File: config.mk
export PLATFORM = sky130hd
export DESIGN_NAME = n_queens_solution_enumerator_core
export DESIGN_NICKNAME = d
export VERILOG_FILES = /design/src/nqse_pkg.sv /design/src/n_queens_solution_enumerator_core.sv /design/src/nqse_ctrl.sv /design/src/nqse_datapath.sv
export VERILOG_INCLUDE_DIRS = /design/src /design/src/src
export SDC_FILE = /design/constraint.sdc
export NUM_CORES = 1
export LEC_CHECK = 0
export ABC_AREA = 1
export BUFFER_PORTS_ARGS = -buffer_cell sky130_fd_sc_hd__clkbuf_2
export CAP_MARGIN = 10
export CORE_UTILIZATION = 30
export DETAILED_ROUTE_END_ITERATION = 7
export PLACE_DENSITY_LB_ADDON = 0.25
export SYNTH_ARGS = -nofsm -noshare
export SYNTH_HDL_FRONTEND = slang
export SYNTH_HIERARCHICAL = 1
export SYNTH_SLANG_ARGS = --single-unit
File: constraint.sdc
create_clock -name i_clk -period 7.6 [get_ports i_clk]
set_clock_uncertainty 0.15 [all_clocks]
set_input_delay 0.38 -clock i_clk [delete_from_list [all_inputs] [get_ports i_clk]]
set_output_delay 0.38 -clock i_clk [all_outputs]
set_load 0.05 [all_outputs]
File: src/n_queens_solution_enumerator_core_assert.svh
// assertion macros for the n-queens enumerator core
// no dependencies; included by the top level only
`ifndef N_QUEENS_SOLUTION_ENUMERATOR_CORE_ASSERT_SVH
`define N_QUEENS_SOLUTION_ENUMERATOR_CORE_ASSERT_SVH

// same-cycle implication, checked outside reset
`define NQSE_ASSERT_NOW(label, clk, rst_n, ante, cons) \
    label: assert property (@(posedge clk) disable iff (!rst_n) (ante) |-> (cons)) \
        else $error("nqse assertion failed");

// next-cycle implication, checked outside reset
`define NQSE_ASSERT_NEXT(label, clk, rst_n, ante, cons) \
    label: assert property (@(posedge clk) disable iff (!rst_n) (ante) |=> (cons)) \
        else $error("nqse assertion failed");

`endif

File: src/nqse_pkg.sv
// shared types and constants for the n-queens enumerator
// no dependencies
`timescale 1ns / 1ps
`default_nettype none

package nqse_pkg;

    localparam int          MAX_BOARD_DEF  = 8;
    localparam int          BOARD_SIZE_W   = 4;
    localparam logic [3:0]  BOARD_SIZE_RST = 4'd8;
    localparam int          OUT_IDX_W      = 3;
    localparam int          SOL_W          = 16;
    localparam logic [15:0] SOL_MAX        = 16'hFFFF;
    localparam logic [2:0]  LAST_SHOWN     = 3'd7;

    typedef enum logic [2:0] {
        ST_IDLE,
        ST_SELECT,
        ST_TRY,
        ST_EMIT,
        ST_EXHAUST
    } t_state;

    typedef struct packed {
        logic clear;
        logic clamp;
        logic load_row;
        logic inc_row;
        logic place;
        logic back_col;
        logic set_done;
        logic count_sol;
        logic emit;
        logic emit_exh;
    } t_dp_cmd;

    typedef struct packed {
        logic done;
        logic col_at_n;
        logic row_over;
        logic safe;
        logic col_zero;
        logic emit_last;
    } t_dp_status;

endpackage

`default_nettype wire

File: src/n_queens_solution_enumerator_core.sv
// sequence: accept in idle, then per search step a select state plus a try state for each
//   row tried, counting the row that runs past the board; results follow on consecutive cycles
// requests: one at a time; the conflict check tests one row per cycle
// reset: board size 8, empty board, solution count zero; results cannot be stalled
`timescale 1ns / 1ps
`default_nettype none

`include "n_queens_solution_enumerator_core_assert.svh"

module n_queens_solution_enumerator_core
    import nqse_pkg::*;
#(
    parameter int MaxBoard = MAX_BOARD_DEF
) (
    input  wire logic                    i_clk,
    input  wire logic                    i_rst_n,
    // request transaction
    input  wire logic                    start,
    output logic                         busy,
    input  wire logic                    i_restart,
    // board size register write
    input  wire logic                    i_cfg_wr_en,
    input  wire logic [BOARD_SIZE_W-1:0] i_cfg_board_size,
    // result transactions, one cycle each
    output logic                         o_valid,
    output logic [OUT_IDX_W-1:0]         o_column_index,
    output logic [OUT_IDX_W-1:0]         o_queen_row,
    output logic [SOL_W-1:0]             o_solution_number,
    output logic                         o_exhausted,
    output logic                         o_last
);

    t_dp_cmd    cmd;
    t_dp_status status;

    // controller walks select / try / emit / exhaust; only idle takes a new request
    nqse_ctrl u_ctrl (
        .i_clk     (i_clk),
        .i_rst_n   (i_rst_n),
        .i_start   (start),
        .i_restart (i_restart),
        .i_status  (status),
        .o_cmd     (cmd),
        .o_busy    (busy)
    );

    // datapath holds the board, the parallel conflict lanes and the result registers
    nqse_datapath #(
        .MaxBoard (MaxBoard)
    ) u_datapath (
        .i_clk             (i_clk),
        .i_rst_n           (i_rst_n),
        .i_cfg_wr_en       (i_cfg_wr_en),
        .i_cfg_board_size  (i_cfg_board_size),
        .i_cmd             (cmd),
        .o_status          (status),
        .o_valid           (o_valid),
        .o_column_index    (o_column_index),
        .o_queen_row       (o_queen_row),
        .o_solution_number (o_solution_number),
        .o_exhausted       (o_exhausted),
        .o_last            (o_last)
    );

    // an accepted request keeps the core busy until its results are out
    `NQSE_ASSERT_NEXT(a_accept_busy, i_clk, i_rst_n, start && !busy, busy)
    // the final result of a request goes out as the core returns to idle
    `NQSE_ASSERT_NOW(a_last_idle, i_clk, i_rst_n, o_valid && o_last, !busy)
    // an exhausted result carries nothing else
    `NQSE_ASSERT_NOW(a_exh_clean, i_clk, i_rst_n, o_valid && o_exhausted,
        o_last && (o_column_index == '0) && (o_queen_row == '0) && (o_solution_number == '0))
    // a reported solution is always counted
    `NQSE_ASSERT_NOW(a_sol_nonzero, i_clk, i_rst_n, o_valid && !o_exhausted,
        o_solution_number != '0)

endmodule

`default_nettype wire

File: src/nqse_ctrl.sv
// search controller for the n-queens enumerator
// depends on nqse_pkg
`timescale 1ns / 1ps
`default_nettype none

module nqse_ctrl
    import nqse_pkg::*;
(
    input  wire logic       i_clk,
    input  wire logic       i_rst_n,
    input  wire logic       i_start,
    input  wire logic       i_restart,
    input  wire t_dp_status i_status,
    output t_dp_cmd         o_cmd,
    output logic            o_busy
);

    t_state r_state;
    t_state n_state;

    always_ff @(posedge i_clk) begin
        if (!i_rst_n) begin
            r_state <= ST_IDLE;
        end else begin
            r_state <= n_state;
        end
    end

    always_comb begin
        n_state = r_state;
        unique case (r_state)
            ST_IDLE: begin
                if (i_start) begin
                    n_state = ST_SELECT;
                end
            end
            ST_SELECT: begin
                if (i_status.done) begin
                    n_state = ST_EXHAUST;
                end else if (i_status.col_at_n) begin
                    n_state = ST_EMIT;
                end else begin
                    n_state = ST_TRY;
                end
            end
            ST_TRY: begin
                if (i_status.row_over || i_status.safe) begin
                    n_state = ST_SELECT;
                end
            end
            ST_EMIT: begin
                if (i_status.emit_last) begin
                    n_state = ST_IDLE;
                end
            end
            ST_EXHAUST: n_state = ST_IDLE;
            default:    n_state = ST_IDLE;
        endcase
    end

    always_comb begin
        o_cmd  = '0;
        o_busy = (r_state != ST_IDLE);
        unique case (r_state)
            ST_IDLE: begin
                if (i_start) begin
                    o_cmd.clear = i_restart;
                    o_cmd.clamp = !i_restart;
                end
            end
            ST_SELECT: begin
                if (!i_status.done) begin
                    if (i_status.col_at_n) begin
                        o_cmd.count_sol = 1'b1;
                    end else begin
                        o_cmd.load_row = 1'b1;
                    end
                end
            end
            ST_TRY: begin
                if (i_status.row_over) begin
                    if (i_status.col_zero) begin
                        o_cmd.set_done = 1'b1;
                    end else begin
                        o_cmd.back_col = 1'b1;
                    end
                end else if (i_status.safe) begin
                    o_cmd.place = 1'b1;
                end else begin
                    o_cmd.inc_row = 1'b1;
                end
            end
            ST_EMIT:    o_cmd.emit     = 1'b1;
            ST_EXHAUST: o_cmd.emit_exh = 1'b1;
            default:    o_cmd          = '0;
        endcase
    end

endmodule

`default_nettype wire

File: src/nqse_datapath.sv
// board state, conflict check and result registers for the n-queens enumerator
// depends on nqse_pkg; driven by nqse_ctrl
`timescale 1ns / 1ps
`default_nettype none

module nqse_datapath
    import nqse_pkg::*;
#(
    parameter int MaxBoard = MAX_BOARD_DEF
) (
    input  wire logic                    i_clk,
    input  wire logic                    i_rst_n,
    input  wire logic                    i_cfg_wr_en,
    input  wire logic [BOARD_SIZE_W-1:0] i_cfg_board_size,
    input  wire t_dp_cmd                 i_cmd,
    output t_dp_status                   o_status,
    output logic                         o_valid,
    output logic [OUT_IDX_W-1:0]         o_column_index,
    output logic [OUT_IDX_W-1:0]         o_queen_row,
    output logic [SOL_W-1:0]             o_solution_number,
    output logic                         o_exhausted,
    output logic                         o_last
);

    localparam int CW = $clog2(MaxBoard + 1);
    localparam int IW = $clog2(MaxBoard);

    logic [BOARD_SIZE_W-1:0] r_board_size;
    logic [IW-1:0]           r_q [MaxBoard];
    logic [CW-1:0]           r_col;
    logic                    r_resume;
    logic [SOL_W-1:0]        r_sol;
    logic                    r_done;
    logic [CW-1:0]           r_row;
    logic [OUT_IDX_W-1:0]    r_k;

    logic                    r_valid;
    logic [OUT_IDX_W-1:0]    r_out_col;
    logic [OUT_IDX_W-1:0]    r_out_row;
    logic [SOL_W-1:0]        r_out_sol;
    logic                    r_out_exh;
    logic                    r_out_last;

    logic [CW-1:0]           side;
    logic [CW-1:0]           rd_addr;
    logic [IW-1:0]           rd_data;
    logic [OUT_IDX_W-1:0]    shown_m1;
    logic [MaxBoard-1:0]     hit;

    // clamp board size into 1..MaxBoard
    always_comb begin
        if (r_board_size == '0) begin
            side = CW'(1);
        end else if (int'(r_board_size) > MaxBoard) begin
            side = CW'(MaxBoard);
        end else begin
            side = CW'(r_board_size);
        end
    end

    // single read port: current column while searching, output column while emitting
    assign rd_addr = i_cmd.emit ? CW'(r_k) : r_col;
    assign rd_data = (int'(rd_addr) < MaxBoard) ? r_q[rd_addr[IW-1:0]] : '0;

    assign shown_m1 = (int'(side) >= 8) ? LAST_SHOWN : OUT_IDX_W'(side - CW'(1));

    // one comparator lane per earlier column
    for (genvar i = 0; i < MaxBoard; i++) begin : g_lane
        logic [CW:0] q_ext;
        logic [CW:0] r_ext;
        logic [CW:0] diff;
        logic [CW:0] span;
        assign q_ext = {{(CW + 1 - IW){1'b0}}, r_q[i]};
        assign r_ext = {1'b0, r_row};
        assign diff  = (q_ext > r_ext) ? (q_ext - r_ext) : (r_ext - q_ext);
        assign span  = {1'b0, r_col} - (CW + 1)'(i);
        assign hit[i] = (int'(r_col) > i) && ((q_ext == r_ext) || (diff == span));
    end

    assign o_status.done      = r_done;
    assign o_status.col_at_n  = (r_col == side);
    assign o_status.row_over  = (r_row >= side);
    assign o_status.safe      = ~|hit;
    assign o_status.col_zero  = (r_col == '0);
    assign o_status.emit_last = (r_k == shown_m1);

    always_ff @(posedge i_clk) begin
        if (!i_rst_n) begin
            r_board_size <= BOARD_SIZE_RST;
            r_col        <= '0;
            r_resume     <= 1'b0;
            r_sol        <= '0;
            r_done       <= 1'b0;
            r_k          <= '0;
            r_valid      <= 1'b0;
        end else begin
            r_valid <= i_cmd.emit | i_cmd.emit_exh;
            if (i_cfg_wr_en || i_cmd.clear) begin
                if (i_cfg_wr_en) begin
                    r_board_size <= i_cfg_board_size;
                end
                r_col    <= '0;
                r_resume <= 1'b0;
                r_sol    <= '0;
                r_done   <= 1'b0;
                r_k      <= '0;
            end else begin
                if (i_cmd.clamp && (r_col >= side)) begin
                    r_col <= side - CW'(1);
                end
                if (i_cmd.load_row) begin
                    r_resume <= 1'b0;
                end
                if (i_cmd.place) begin
                    r_col <= r_col + CW'(1);
                end
                if (i_cmd.back_col) begin
                    r_col    <= r_col - CW'(1);
                    r_resume <= 1'b1;
                end
                if (i_cmd.set_done) begin
                    r_done <= 1'b1;
                end
                if (i_cmd.count_sol && (r_sol != SOL_MAX)) begin
                    r_sol <= r_sol + SOL_W'(1);
                end
                if (i_cmd.emit) begin
                    if (o_status.emit_last) begin
                        // next request resumes in the last column
                        r_k      <= '0;
                        r_col    <= side - CW'(1);
                        r_resume <= 1'b1;
                    end else begin
                        r_k <= r_k + OUT_IDX_W'(1);
                    end
                end
            end
        end
    end

    // payload registers
    always_ff @(posedge i_clk) begin
        if (i_cmd.load_row) begin
            r_row <= r_resume ? (CW'(rd_data) + CW'(1)) : '0;
        end else if (i_cmd.inc_row) begin
            r_row <= r_row + CW'(1);
        end
        if (i_cmd.place) begin
            r_q[r_col[IW-1:0]] <= r_row[IW-1:0];
        end
        if (i_cmd.emit) begin
            r_out_col  <= r_k;
            r_out_row  <= OUT_IDX_W'(rd_data);
            r_out_sol  <= r_sol;
            r_out_exh  <= 1'b0;
            r_out_last <= o_status.emit_last;
        end else if (i_cmd.emit_exh) begin
            r_out_col  <= '0;
            r_out_row  <= '0;
            r_out_sol  <= '0;
            r_out_exh  <= 1'b1;
            r_out_last <= 1'b1;
        end
    end

    assign o_valid           = r_valid;
    assign o_column_index    = r_out_col;
    assign o_queen_row       = r_out_row;
    assign o_solution_number = r_out_sol;
    assign o_exhausted       = r_out_exh;
    assign o_last            = r_out_last;

endmodule

`default_nettype wire
; ---- Word-level counts from Yosys, hierarchy flattened
; Memory sizes are Yosys's and may differ from the RTL's.
; Index checks and enable logic that the tools add are counted.
[word_totals]
elab_cells = 184
memories = 1
in_bits = 9
output_inout_bits = 26
ramBits = 24
regBits = 61
[mem_list]
columns = name, depth, width, rd, rd_ports_with_merged_regs, write_ports, line
row1 = u_datapath.r_q, 8, 3, 9, 0, 1, nqse_datapath.sv:29  ; logic [IW-1:0] r_q [MaxBoard];
[op_classes]
reduce_logical = 32
bitwise_logic = 2
magnitude_cmp = 21
eq_ne = 26
n_addsub = 30
n_mux = 58
[ops]
columns = operator, count
row1 = 4-bit two-way mux, 12
row2 = 5-bit two-way mux, 8
row3 = 3-bit by 4-bit subtractor with 5-bit output, 8
row4 = 4-bit by 3-bit subtractor with 5-bit output, 8
row5 = 5-bit equality test, 7
row6 = 3-bit by 4-bit equality test with 1-bit output, 8
row7 = 3-bit by 4-bit greater-than comparator with 1-bit output, 8
row8 = 16-bit two-way mux, 2
row9 = 3-bit two-way mux, 10
row10 = 1-bit two-way mux, 21
row11 = "4-bit by 3-bit subtractor with 5-bit output, second input constant", 4
row12 = "16-bit by 1-bit adder with 16-bit output, second input constant", 1
row13 = "4-bit by 3-bit greater-than comparator with 1-bit output, second input constant", 4
row14 = "16-bit != test, second input constant", 1
row15 = 3-bit case mux with 4 select lines, 1
row16 = 1-bit logical AND, 10
row17 = 1-bit logical OR, 10
row18 = "4-bit by 2-bit subtractor with 5-bit output, second input constant", 2
row19 = "4-bit by 1-bit adder with 4-bit output, second input constant", 2
row20 = 4-bit greater-or-equal comparator, 2
row21 = "4-bit by 1-bit greater-than comparator with 1-bit output, second input constant", 2
row22 = "4-bit by 2-bit greater-than comparator with 1-bit output, second input constant", 2
row23 = 4-bit logical NOT, 2
row24 = 2-bit two-way mux, 4
row25 = other kinds (25), 30

; ---- Logic depth before layout (Yosys ltp)
; An unclocked memory read counts as a cell.
[depth]
depth_word = 14
depth_mapped = 27
depth_no_buf = 26

; ---- By module
; Netlist, hierarchy kept.
[by_module_without_submodules]
columns = mod, instances, area_each_um2, cells_per_inst, seq_area_each_um2
row1 = nqse_datapath, 1, 7334.5, 1007, 2152.1
row2 = nqse_ctrl, 1, 232.7, 42, 60.1

; ---- Least setup slack after synthesis
; No wires, ideal clock.
[synth_timing]
path_type = register to register
from = register u_datapath.r_row[1]
to = memory u_datapath/r_q[3][0] in the netlist's numbering (enable)
period_less_slack_ns = 4.109
path_slack_ns = 3.491
setup_ns = 0.319
t_arrival_ns = 3.640
path_stages_with_launch = 21
required_ns = 7.131
path_buffers = 0
cell_sequence = edfxtp_1 > inv_1 > ha_1 > nand2_2 > inv_2 > a21oi_2 > nand2_2 > nand2_1 > nand2_1 > xor2_1 > nand3_1 > nand2_1 > nand2_1 > nand2_1 > inv_2 > nand2_1 > nor2_1 > nand2_1 > nor2_1 > inv_1 > nor2_1
[synth_lines]
columns = item, line
row1 = "start, declared", nqse_datapath.sv:34  ; logic [CW-1:0] r_row;
row2 = "start signal, assigned", nqse_datapath.sv:144  ; r_row <= r_resume ? (CW'(rd_data) + CW'(1)) : '0;
row3 = "start signal, assigned", nqse_datapath.sv:146  ; r_row <= r_row + CW'(1);
row4 = "end, declared", nqse_datapath.sv:29

==> summary.txt <==
Cells and area
  • Layout cell share with drive strength beyond 1: 10.33%
  • Nets: 1180
  • P&R area growth vs syn: 10.66%
  • Fillers: 2644
  • Diode count: 0
  • Finished layout cell area: 0.008374 sq mm

Place
  • DP Area: 0.008056 sq mm
  • DP HPWL: 15320 um
  • Placer Congestion: between 0.8 and 0.9
  • Port Buffers: 34

Detailed routing
  • Starting DRT DRC Count: between 400 and 500
  • Routed WL per cell: 14.44 um
  • DRT antenna net count: 0
  • Routed WL: 20330 um
  • Total number of vias: approximately 6600
  • DRC: 0
  • Vias per inst: 4.717
  • DR pass1 iterations: 5

Die
  • Die H: 160.8 um
  • Core area: 0.02453 sq mm
  • # IOs: 35
  • DIE AREA: about 0.026 sq mm
  • Die Wd: about 160 um
  • # rows: 57
  • Starting Density: a little under a third

Setup path
  • Crit-path slowest cell: edfxtp_1
  • CP Depth: 22
  • Crit Path Class: reg -> reg
  • Worst setup EP type: flop
  • Worst Path Required: 7.48 ns
  • Slowest stage delay, CP: around 0.94 ns
  • CP cell instances: inv_1 > ha_1 > nand2_1 > inv_1 > nand2_1 > nand2_2 > nand3_1 > nand2_1 > nand2_1 > nand2_1 > nor2_1 > nand3_1 > nand2_1 > nand2_1 > nand2_1 > inv_1 > nand2_1 > nor2_1 > nand2_1 > nor2_1 > inv_1 > nor2_1
  • R2r worst-path depth: 22
  • CP delay by family, top: simple AND/OR/NAND/NOR gates
  • CP Max Fanout: 20
  • WP buf/inv: 4
  • Crit path launch type: flop
  • Critical Path AT: 4.64 ns
  • CP dominant cell by count: nand2_1

Run status
  • Status: finished clean

Timing
  • Final hold vios: 0
  • RSZ-0062 raised after global routing: false
  • Fmax: between 200 and 250 MHz
  • Tmin final: ~4.8 ns
  • Fin. max-slew vios: 0
  • Slew Limit Headroom: 27.18%
  • Final Setup Violations: 0
  • Least-Margin Pin Slew: approximately 1.1 ns
  • Final period util: 62.63%
  • Fin Setup TNS: 0 ns

Pwr
  • Peak supply drop: 0.1074 mV
  • Leak: 4.091 nW
  • Pwr dens: between 150 and 200 mW/mm^2

Clock network
  • CTS Buf Count: 9
  • TritonCTS clock tree: yes
  • Cts repair resizes: 0
  • Sink Count: 85
  • Root Buffer: clkbuf_16
  • Clock Latency Late Sink: approximately 0.34 ns
  • Worst-path clk slew: roughly 0.070 ns
  • Post-CTS Hold Buffers: 0
  • Htree depth: 3
  • Clk buf depth: 2
  • Post-CTS Setup Inserts: 0

Global route
  • Largest net degree at the start of global routing: 28
  • M3 GR Usage: 2.608%
  • GR Util met1: 22.12%
  • Initial antenna violation count: 0
  • Global Route Usage Sum: 16.21%
  • Total global routing overflow: 0
  • First-pass GRT wire length: approximately 33000 um
  • Busiest grt layer: met2
  • Vias in the first global route: 6193
  • Met2 Use GR: 26.68%

Hold path
  • Hold path depth: 3
  • Hold Path Class: in -> reg

Yosys
  • Cell variety after synth: 48
  • Post-Synthesis Cells: 1049
  • Sequential-to-total area share from yosys stat: 29.23%
  • Syn_nets: 1150
  • Ys Warns: 6
  • Yosys reg bits: 85
  • Syn_area_per_cell: 7.214 sq um
  • Mapped Area: 0.007567 sq mm

Job
  • Max Cap Viol: 0
[sequential cells by signal, summed over array words and instances, names as in the netlist]
register and flops:
u_datapath/o_last 1, u_datapath/r_col 4, u_datapath/r_board_size 4, u_datapath/r_resume 1, u_datapath/r_q 24, u_datapath/r_done 1, u_datapath/o_queen_row 3, u_datapath/r_row 4
u_datapath/o_exhausted 1, u_datapath/o_valid 1, u_ctrl/r_state 3, u_datapath/r_sol 16, u_datapath/o_column_index 3, u_datapath/r_k 3, u_datapath/o_solution_number 16
[per-stage QoR]
step / hold WS [ns] / power, mW / setup WS, ns / std cells / util [%]
finish: 0.1075 / 1.392 / 2.840 / 1408 / 34.13
detailed placement: 0.2990 / 0.9339 / 2.897 / 1392 / 32.84
floorplan: 0.2756 / 0.8449 / 3.491 / 1049 / -
global route: 0.1149 / 1.481 / 2.388 / 1408 / 34.13
global placement: 0.3063 / 0.9334 / 3.004 / 1392 / 32.84
CTS: 0.09645 / 1.402 / 2.905 / 1408 / 34.13
[layer usage]
metal / up-vias / share of wire [%]
met5: - / 0
met4: 0 / 1.5
met1: 3015 / 48
li1: 3445 / -
met3: 22 / 4.5
met2: 159 / 46
[cell type report]
cell class              count  area [sq um]  area share, %
inverters                 180         680.7          8.128
clock inverters             7         92.59          1.106
clock buffers               9         225.2          2.689
multi-input cells         762          4536          54.16
well taps                 324         405.4          4.841
repair buffers             41         222.7          2.660
flip-flops and latches     85          2212          26.42
[where the power goes]
part           switching (mW)  total, mW  internal, mW  leakage (nW)
clock network           0.204      0.467         0.263         0.149
registers              0.0141      0.517         0.503         0.742
logic                   0.269      0.408         0.139          3.20
total                   0.487       1.39         0.905          4.09
[path summary, 6_finish.rpt]
path / from / to / slack [ns]
worst min-delay path: i_cfg_board_size[3] / u_datapath/r_board_size[3] / 0.11
worst max register to register: u_datapath/r_row[2] / u_datapath/r_q[1][0] / 2.84
worst min register to register: u_datapath/r_board_size[0] / u_datapath/r_board_size[0] / 0.31
worst max-delay path: u_datapath/r_row[2] / u_datapath/r_q[1][0] / 2.84
[cells in the final DEF (no fill, tap or decap), types with 4 or more instances in the layout]
cell type and n:
a21o_1 5, a21oi_1 68, buf_4 7, clkbuf_16 9, clkbuf_2 34, dfxtp_1 34, edfxtp_1 51, fa_1 16
ha_1 76, inv_1 158, inv_2 18, nand2_1 250, nand2_2 18, nand3_1 101, nand3b_1 9, nand4_1 14
nor2_1 75, nor2_2 4, nor3_1 16, o211ai_1 6, o21ai_0 25, o21ai_1 15, xnor2_1 17, xor2_1 13
[cells in the mapped netlist (all sizes together)]
| cell | instances | area share [%] |
|---|---|---|
| nand3b | 9 | 0.89 |
| o22ai | 1 | 0.083 |
| a31oi | 2 | 0.17 |
| o221ai | 1 | 0.12 |
| a22o | 1 | 0.12 |
| nor2 | 79 | 4.1 |
| a21oi | 73 | 5.3 |
| xor2 | 13 | 1.5 |
| dfxtp | 34 | 9.0 |
| clkinv | 2 | 0.099 |
| a31o | 1 | 0.12 |
| nor4 | 2 | 0.17 |
| or2 | 3 | 0.25 |
| nand2 | 270 | 14 |
| buf | 17 | 1.6 |
| fa | 16 | 4.2 |
| a21o | 5 | 0.50 |
| nand3 | 101 | 6.7 |
| nor3b | 1 | 0.099 |
| o31ai | 1 | 0.099 |
| a211oi | 1 | 0.099 |
| inv | 178 | 8.9 |
| o21ai | 40 | 2.6 |
| a22oi | 1 | 0.099 |
| edfxtp | 51 | 20 |
| nand4 | 14 | 1.2 |
| nor2b | 2 | 0.17 |
| ha | 76 | 13 |
| and3 | 1 | 0.083 |
| o21a | 4 | 0.41 |
| xnor2 | 17 | 2.0 |
| clkbuf | 5 | 0.25 |
| o211ai | 6 | 0.60 |
| o21bai | 3 | 0.30 |
| nor3 | 18 | 1.3 |
[worst min-delay path: stages]
cell and delay (ns):
clkbuf_2 0.08, a21oi_1 0.05, o21ai_0 0.06
[kinds of logic after synthesis]
family	synth area share [%]
compound gates	10.62
xor+xnor	3.472
flops	29.23
fa+ha+maj	16.80
simple gates	29.05
buf+inv	10.83
(Power assumes the default switching activity.)
